## src/design/tss_pkg.sv

```systemverilog
// Shared types, constants and helpers for the three-stack shared store.
package tss_pkg;

  localparam int CAPACITY = 16;
  localparam int WORD_W   = 32;
  localparam int CNT_W    = $clog2(CAPACITY + 1);
  localparam int IDX_W    = $clog2(CAPACITY);
  localparam int SIZE_W   = 5;

  localparam logic ACT_PUSH = 1'b0;
  localparam logic ACT_POP  = 1'b1;

  localparam logic [1:0] STACK_NONE   = 2'd0;
  localparam logic [1:0] STACK_FIRST  = 2'd1;
  localparam logic [1:0] STACK_SECOND = 2'd2;
  localparam logic [1:0] STACK_THIRD  = 2'd3;

  typedef enum logic [1:0] {
    ST_OK     = 2'd0,
    ST_FULL   = 2'd1,
    ST_EMPTY  = 2'd2,
    ST_BAD_ID = 2'd3
  } status_t;

  // Broadcast to every cell of the row
  typedef struct packed {
    logic               shift_up;   // push: open a slot at pos
    logic               shift_down; // pop: close the slot at pos
    logic [CNT_W-1:0]   pos;
    logic [WORD_W-1:0]  word;
  } ctrl_t;

  // Reported size is the count masked to SIZE_W bits
  function automatic logic [SIZE_W-1:0] to_size(input logic [CNT_W-1:0] cnt);
    logic [CNT_W+SIZE_W-1:0] wide;
    wide = {{SIZE_W{1'b0}}, cnt};
    return wide[SIZE_W-1:0];
  endfunction

endpackage

```

## src/design/tss_cell.sv

```systemverilog
// One row cell: holds a word; on a shift takes left, right or the pushed word.
module tss_cell
  import tss_pkg::*;
(
  input  logic              clk,
  input  ctrl_t             ctrl,
  input  logic [CNT_W-1:0]  index,
  input  logic [WORD_W-1:0] left,
  input  logic [WORD_W-1:0] right,
  output logic [WORD_W-1:0] q
);

  logic [WORD_W-1:0] q_next;

  always_comb begin
    q_next = q;
    if (ctrl.shift_up) begin
      if (index == ctrl.pos) begin
        q_next = ctrl.word;
      end else if (index > ctrl.pos) begin
        q_next = left;
      end
    end else if (ctrl.shift_down) begin
      if (index >= ctrl.pos) begin
        q_next = right;
      end
    end
  end

  always_ff @(posedge clk) begin
    q <= q_next;
  end

endmodule

```

## src/design/tss_chain.sv

```systemverilog
// Row of CAPACITY cells, each wired to its neighbours; the end cells see zero on the open side.
module tss_chain
  import tss_pkg::*;
(
  input  logic              clk,
  input  ctrl_t             ctrl,
  output logic [WORD_W-1:0] cell_q [CAPACITY]
);

  genvar g;
  generate
    for (g = 0; g < CAPACITY; g++) begin : g_cell
      logic [WORD_W-1:0] left_w;
      logic [WORD_W-1:0] right_w;

      if (g == 0) begin : g_lo
        assign left_w = '0;
      end else begin : g_lo_n
        assign left_w = cell_q[g-1];
      end

      if (g == CAPACITY - 1) begin : g_hi
        assign right_w = '0;
      end else begin : g_hi_n
        assign right_w = cell_q[g+1];
      end

      tss_cell u_cell (
        .clk   (clk),
        .ctrl  (ctrl),
        .index (CNT_W'(g)),
        .left  (left_w),
        .right (right_w),
        .q     (cell_q[g])
      );
    end
  endgenerate

endmodule

```

## src/design/three_stacks_shared_store_core.sv

```systemverilog
// Top level: three stacks packed in one shared row of cells.
//
//   channel | valid     | stall     | payload
//   --------+-----------+-----------+------------------------------------
//   in      | in_valid  | in_stall  | action, stack_id, push_value
//   out     | out_valid | out_stall | status, pop_value, stack_size
//
// One transaction a cycle while in_stall is low: every cell shifts at once, so a push or pop
// finishes in the cycle it is taken and its result sits in the output
// register from the next cycle on.
// in_stall is high only while a result waits and out_stall holds it.
// Reset clears the three counts and the output valid; cell contents are
// left as they are, since only entries below the total count are read.
module three_stacks_shared_store_core
  import tss_pkg::*;
(
  input  logic                     clk,
  input  logic                     rst,
  input  logic                     in_valid,
  output logic                     in_stall,
  input  logic                     action,
  input  logic [1:0]               stack_id,
  input  logic signed [WORD_W-1:0] push_value,
  output logic                     out_valid,
  input  logic                     out_stall,
  output logic [1:0]               status,
  output logic signed [WORD_W-1:0] pop_value,
  output logic [SIZE_W-1:0]        stack_size
);

  // Per-stack counts
  logic [CNT_W-1:0] count_first, count_second, count_third;
  logic [CNT_W-1:0] count_first_next, count_second_next, count_third_next;

  logic [CNT_W-1:0]  total;
  logic [CNT_W-1:0]  top_end;   // index just above the addressed top
  logic [CNT_W-1:0]  cnt_sel;
  logic [CNT_W-1:0]  cnt_after;
  logic [CNT_W-1:0]  top_idx;   // addressed top entry on pop
  logic              accept;
  logic              do_push, do_pop;
  status_t           res_status;
  logic [WORD_W-1:0] res_pop;
  ctrl_t             ctrl;
  logic [WORD_W-1:0] cell_q [CAPACITY];

  assign in_stall = out_valid & out_stall;
  assign accept   = in_valid & ~in_stall;

  assign total = count_first + count_second + count_third;

  always_comb begin
    top_end = count_first;
    cnt_sel = count_first;
    case (stack_id)
      STACK_SECOND: begin
        top_end = count_first + count_second;
        cnt_sel = count_second;
      end
      STACK_THIRD: begin
        top_end = total;
        cnt_sel = count_third;
      end
      default: begin
        top_end = count_first;
        cnt_sel = count_first;
      end
    endcase
  end

  assign top_idx = top_end - CNT_W'(1);

  // Decide the outcome; bad id is checked before full or empty
  always_comb begin
    do_push    = 1'b0;
    do_pop     = 1'b0;
    res_status = ST_OK;
    if (stack_id == STACK_NONE) begin
      res_status = ST_BAD_ID;
    end else if (action == ACT_PUSH) begin
      if (total >= CNT_W'(CAPACITY)) begin
        res_status = ST_FULL;
      end else begin
        do_push = 1'b1;
      end
    end else begin
      if (cnt_sel == '0) begin
        res_status = ST_EMPTY;
      end else begin
        do_pop = 1'b1;
      end
    end
  end

  always_comb begin
    cnt_after = cnt_sel;
    if (stack_id == STACK_NONE) begin
      cnt_after = '0;
    end else if (do_push) begin
      cnt_after = cnt_sel + CNT_W'(1);
    end else if (do_pop) begin
      cnt_after = cnt_sel - CNT_W'(1);
    end
  end

  // Popped word comes from the addressed top cell, just below top_end
  assign res_pop = do_pop ? cell_q[top_idx[IDX_W-1:0]] : '0;

  always_comb begin
    ctrl.shift_up   = accept & do_push;
    ctrl.shift_down = accept & do_pop;
    ctrl.pos        = do_push ? top_end : top_idx;
    ctrl.word       = push_value;
  end

  tss_chain u_chain (
    .clk    (clk),
    .ctrl   (ctrl),
    .cell_q (cell_q)
  );

  always_comb begin
    count_first_next  = count_first;
    count_second_next = count_second;
    count_third_next  = count_third;
    if (accept && (do_push || do_pop)) begin
      case (stack_id)
        STACK_FIRST:  count_first_next  = cnt_after;
        STACK_SECOND: count_second_next = cnt_after;
        STACK_THIRD:  count_third_next  = cnt_after;
        default:      count_first_next  = count_first;
      endcase
    end
  end

  always_ff @(posedge clk) begin
    if (rst) begin
      count_first  <= '0;
      count_second <= '0;
      count_third  <= '0;
    end else begin
      count_first  <= count_first_next;
      count_second <= count_second_next;
      count_third  <= count_third_next;
    end
  end

  // Output register
  always_ff @(posedge clk) begin
    if (rst) begin
      out_valid <= 1'b0;
    end else if (accept) begin
      out_valid <= 1'b1;
    end else if (!out_stall) begin
      out_valid <= 1'b0;
    end
  end

  always_ff @(posedge clk) begin
    if (accept) begin
      status     <= res_status;
      pop_value  <= res_pop;
      stack_size <= to_size(cnt_after);
    end
  end

endmodule

```

## config.mk

```make
export PLATFORM = sky130hd
export DESIGN_NAME = three_stacks_shared_store_core
export DESIGN_NICKNAME = d
export VERILOG_FILES = /design/src/design/tss_pkg.sv /design/src/design/tss_cell.sv /design/src/design/tss_chain.sv /design/src/design/three_stacks_shared_store_core.sv
export SDC_FILE = /design/constraint.sdc
export NUM_CORES = 2
export LEC_CHECK = 0
export ABC_CLOCK_PERIOD_IN_PS = 6300
export BUFFER_PORTS_ARGS = -buffer_cell sky130_fd_sc_hd__buf_4
export CAP_MARGIN = 20
export CORE_ASPECT_RATIO = 0.8
export CORE_MARGIN = 2
export CORE_UTILIZATION = 55
export CTS_BUF_LIST = sky130_fd_sc_hd__clkbuf_16
export CTS_CLUSTER_SIZE = 16
export DETAILED_ROUTE_END_ITERATION = 6
export MAX_ROUTING_LAYER = met4
export PLACE_DENSITY = 0.74
export SLEW_MARGIN = 10
export SYNTH_ARGS = -nofsm -noshare
export SYNTH_HDL_FRONTEND = slang
export SYNTH_SLANG_ARGS = --single-unit
```

## constraint.sdc

```tcl
create_clock -name clk -period 6.3 [get_ports clk]
set_clock_uncertainty 0.05 [all_clocks]
set_input_delay 0 -clock clk [delete_from_list [all_inputs] [get_ports clk]]
set_output_delay 0 -clock clk [all_outputs]
set_load 0.1 [all_outputs]
```

==> results.toml <==
[sta]
max_freq_mhz = 177
tns_ns = 0
tightestPinTransition_ns = 1.17
finalCritPeriodShare_pct = 89.5
fin_crit_ns = 5.64
finalHoldWorstSlack_ns = 0.0435
rsz0062_at_grt = "no"
hold_viol = 0
finalSetupViolCount = 0
setup_ws_ns = 0.660
slew_headroom_pct = 21.9
maxSlewViolCount = 0

[floorplan]
die_area_um2 = 61300
rows = 79
io_pins = 80
start_util_pct = 55.8
die-width_um = 276
fp.coreArea_um2 = 58400
die_h_um = 222

[run_status]
violations = "DRC"
outcome = "finished with violations"

[cells_and_area]
nets = 2785
layout_common_cells = "551 x edfxtp_1, 420 x nand2_1, 350 x nor2_1"
fin_util_pct = 61.8
n_fill_cell = 4333
drive_gt1_share_pct = 16.5
final_area_um2 = 36100
layout_commonest_cell = "edfxtp_1"
instances_no_fill = 3550
synthToLayoutAreaGrowth_pct = 10.7

[placed_design]
io_buffers = 79
gp_congestion = 0.893
dp.cells = 3400
dp_slack_ns = 0.754
dp_hpwl_um = 59700
placed_area_um2 = 33900

[drt]
vias = 25987
wl_per_cell_um = 29.5
drc = 1
dr.first_iter.drc_count = 4632
vias_per_cell = 7.32
ant_nets = 0
wirelength_um = 105000
firstDrtPassIters = 7

[setup_path]
start_kind = "register"
arrival_ns = 5.86
crit_path_end_kind = "register"
required_ns = 6.52
crit_type = "register to register"
cp_max_fo = 24

[global_routing]
grt_max_degree = 144
grt_pass1_vias = 24858
grt_pass1_wl_um = 156000
track_usage_pct = 34.3
overflow = 0
grt_antenna_before_repair = 1

[run]
cap_violations = 0

[logic_synthesis]
synth_flop_cell = "edfxtp_1"
syn_area_per_cell_um2 = 11.7
yosys.cell_types.count = 79
synth-edff-count = 551
async_reset_ff_share_pct = 0
syn_nets = 2832
ys_ff_latch = 567
ys_seq_area_share_pct = 51.7
synth_warnings = 0
syn_inst = 2780
netlist_area_um2 = 32600

[power]
power_leakage_nw = 13.0
power.density_nw_per_um2 = 264
p_total_mw = 9.53
vdd_drop_max_uv = 210

[cts]
clock_latency_ns = 0.67
cts_tree = "yes"
post_cts_buffers = 0
clk_path_buf_depth = 3
cts_made_buffers = 57
cts-root-buf = "clkbuf_16"
holdBufCountCts = 40
clkTransAtPathRegs_ns = 0.06
htree_levels = 2
cts_sinks = 567
cts_resized = 0

[worst_hold_path]
worst_hold_path_type = "input pin to register"
[registers in the layout, summed over array words and instances (netlist names)]
register and cells:
out_valid 1, stack_size 5, count_third 5, u_chain.g_cell.u_cell.q 512, pop_value 32, count_second 5, status 2, count_first 5
[where the power goes]
| part | leakage [nW] | internal, mW | switching [mW] |
|---|---|---|---|
| combinational | 6.85 | 0.661 | 1.06 |
| clock | 0.913 | 1.76 | 1.53 |
| sequential | 5.25 | 4.39 | 0.125 |
[cells by family (layout without fill, tap and decap cells)]
family | Yosys count | after routing | synth area share, %
compound gates | 585 | 585 | 15.8
xor+xnor | 14 | 14 | 0.422
fa+ha+maj | 13 | 13 | 0.545
buf+inv | 350 | 348 | 5.00
flops | 567 | 567 | 51.7
mux | 215 | 215 | 12.8
other cells | 0 | 3 | 0
simple gates | 1036 | 1036 | 13.7
[layout make-up]
| class | count | area, um2 | share of cell area [%] |
|---|---|---|---|
| sequential | 567 | 16900 | 46.7 |
| multi-input combinational | 1863 | 14400 | 39.8 |
| timing repair buffer | 203 | 1990 | 5.50 |
| clock buffer | 59 | 1480 | 4.09 |
| tap | 769 | 962 | 2.67 |
| clock inverter | 45 | 263 | 0.728 |
| inverter | 41 | 155 | 0.430 |
| antenna | 3 | 7.51 | 0.0208 |
[cells in the mapped netlist (3+ instances only)]
cell / instances / area, um2
a32o_1: 13 / 130
mux2i_1: 50 / 500
buf_1: 26 / 97.6
clkbuf_1: 148 / 556
buf_2: 71 / 355
mux2_2: 3 / 33.8
nand3b_1: 3 / 22.5
xor2_1: 3 / 26.3
nand4_1: 7 / 43.8
inv_1: 41 / 154
o22ai_1: 33 / 206
nand3_1: 94 / 470
mux4_2: 160 / 3600
nor2_1: 357 / 1340
buf_4: 23 / 173
clkbuf_2: 26 / 130
o21ai_1: 4 / 20.0
and2_1: 36 / 225
a21o_1: 5 / 37.5
nand2_1: 421 / 1580
o211ai_1: 80 / 601
buf_6: 13 / 146
and3_1: 89 / 557
xnor2_1: 10 / 87.6
a21oi_1: 51 / 255
o21ai_0: 25 / 125
nor3_1: 3 / 15.0
ha_1: 11 / 138
edfxtp_1: 551 / 16500
nor2b_1: 7 / 43.8
dfxtp_1: 16 / 320
a221o_1: 340 / 3400
[critical path, stage by stage (launching register included)]
cell and delay, ns:
dfxtp_1 0.41, ha_1 0.26, a21o_1 0.19, a21oi_1 0.20, xnor2_1 0.19, ha_1 0.32
a21oi_1 0.27, nand3b_1 0.24, a311oi_1 0.36, o21ai_1 0.16, xor2_1 0.86, nand2_1 0.12
a31o_2 0.39, or2_2 0.48, nor3b_4 0.26, buf_4 0.51
[metal layers]
metal  vias up  track usage [%]  part of all wire (%)
li1      10766                -                     -
met1     12646             46.4                    37
met2      2184             49.7                    44
met3       391             8.03                    14
met4         0             15.4                   5.0
met5         -                -                     0
[final timing paths]
| kind | start | endpoint | slack, ns | depth (start not counted) |
|---|---|---|---|---|
| worst max-delay path | count_first[1] | u_chain.g_cell[2].u_cell.q[30] | 0.66 | 15 |
| worst min-delay path | stack_id[1] | count_third[3] | 0.04 | 4 |
| worst max register to register | count_first[1] | u_chain.g_cell[2].u_cell.q[30] | 0.66 | 15 |
| worst min register to register | count_second[0] | count_second[0] | 0.43 | 2 |
Note: power is estimated with default switching activity, not from simulation.
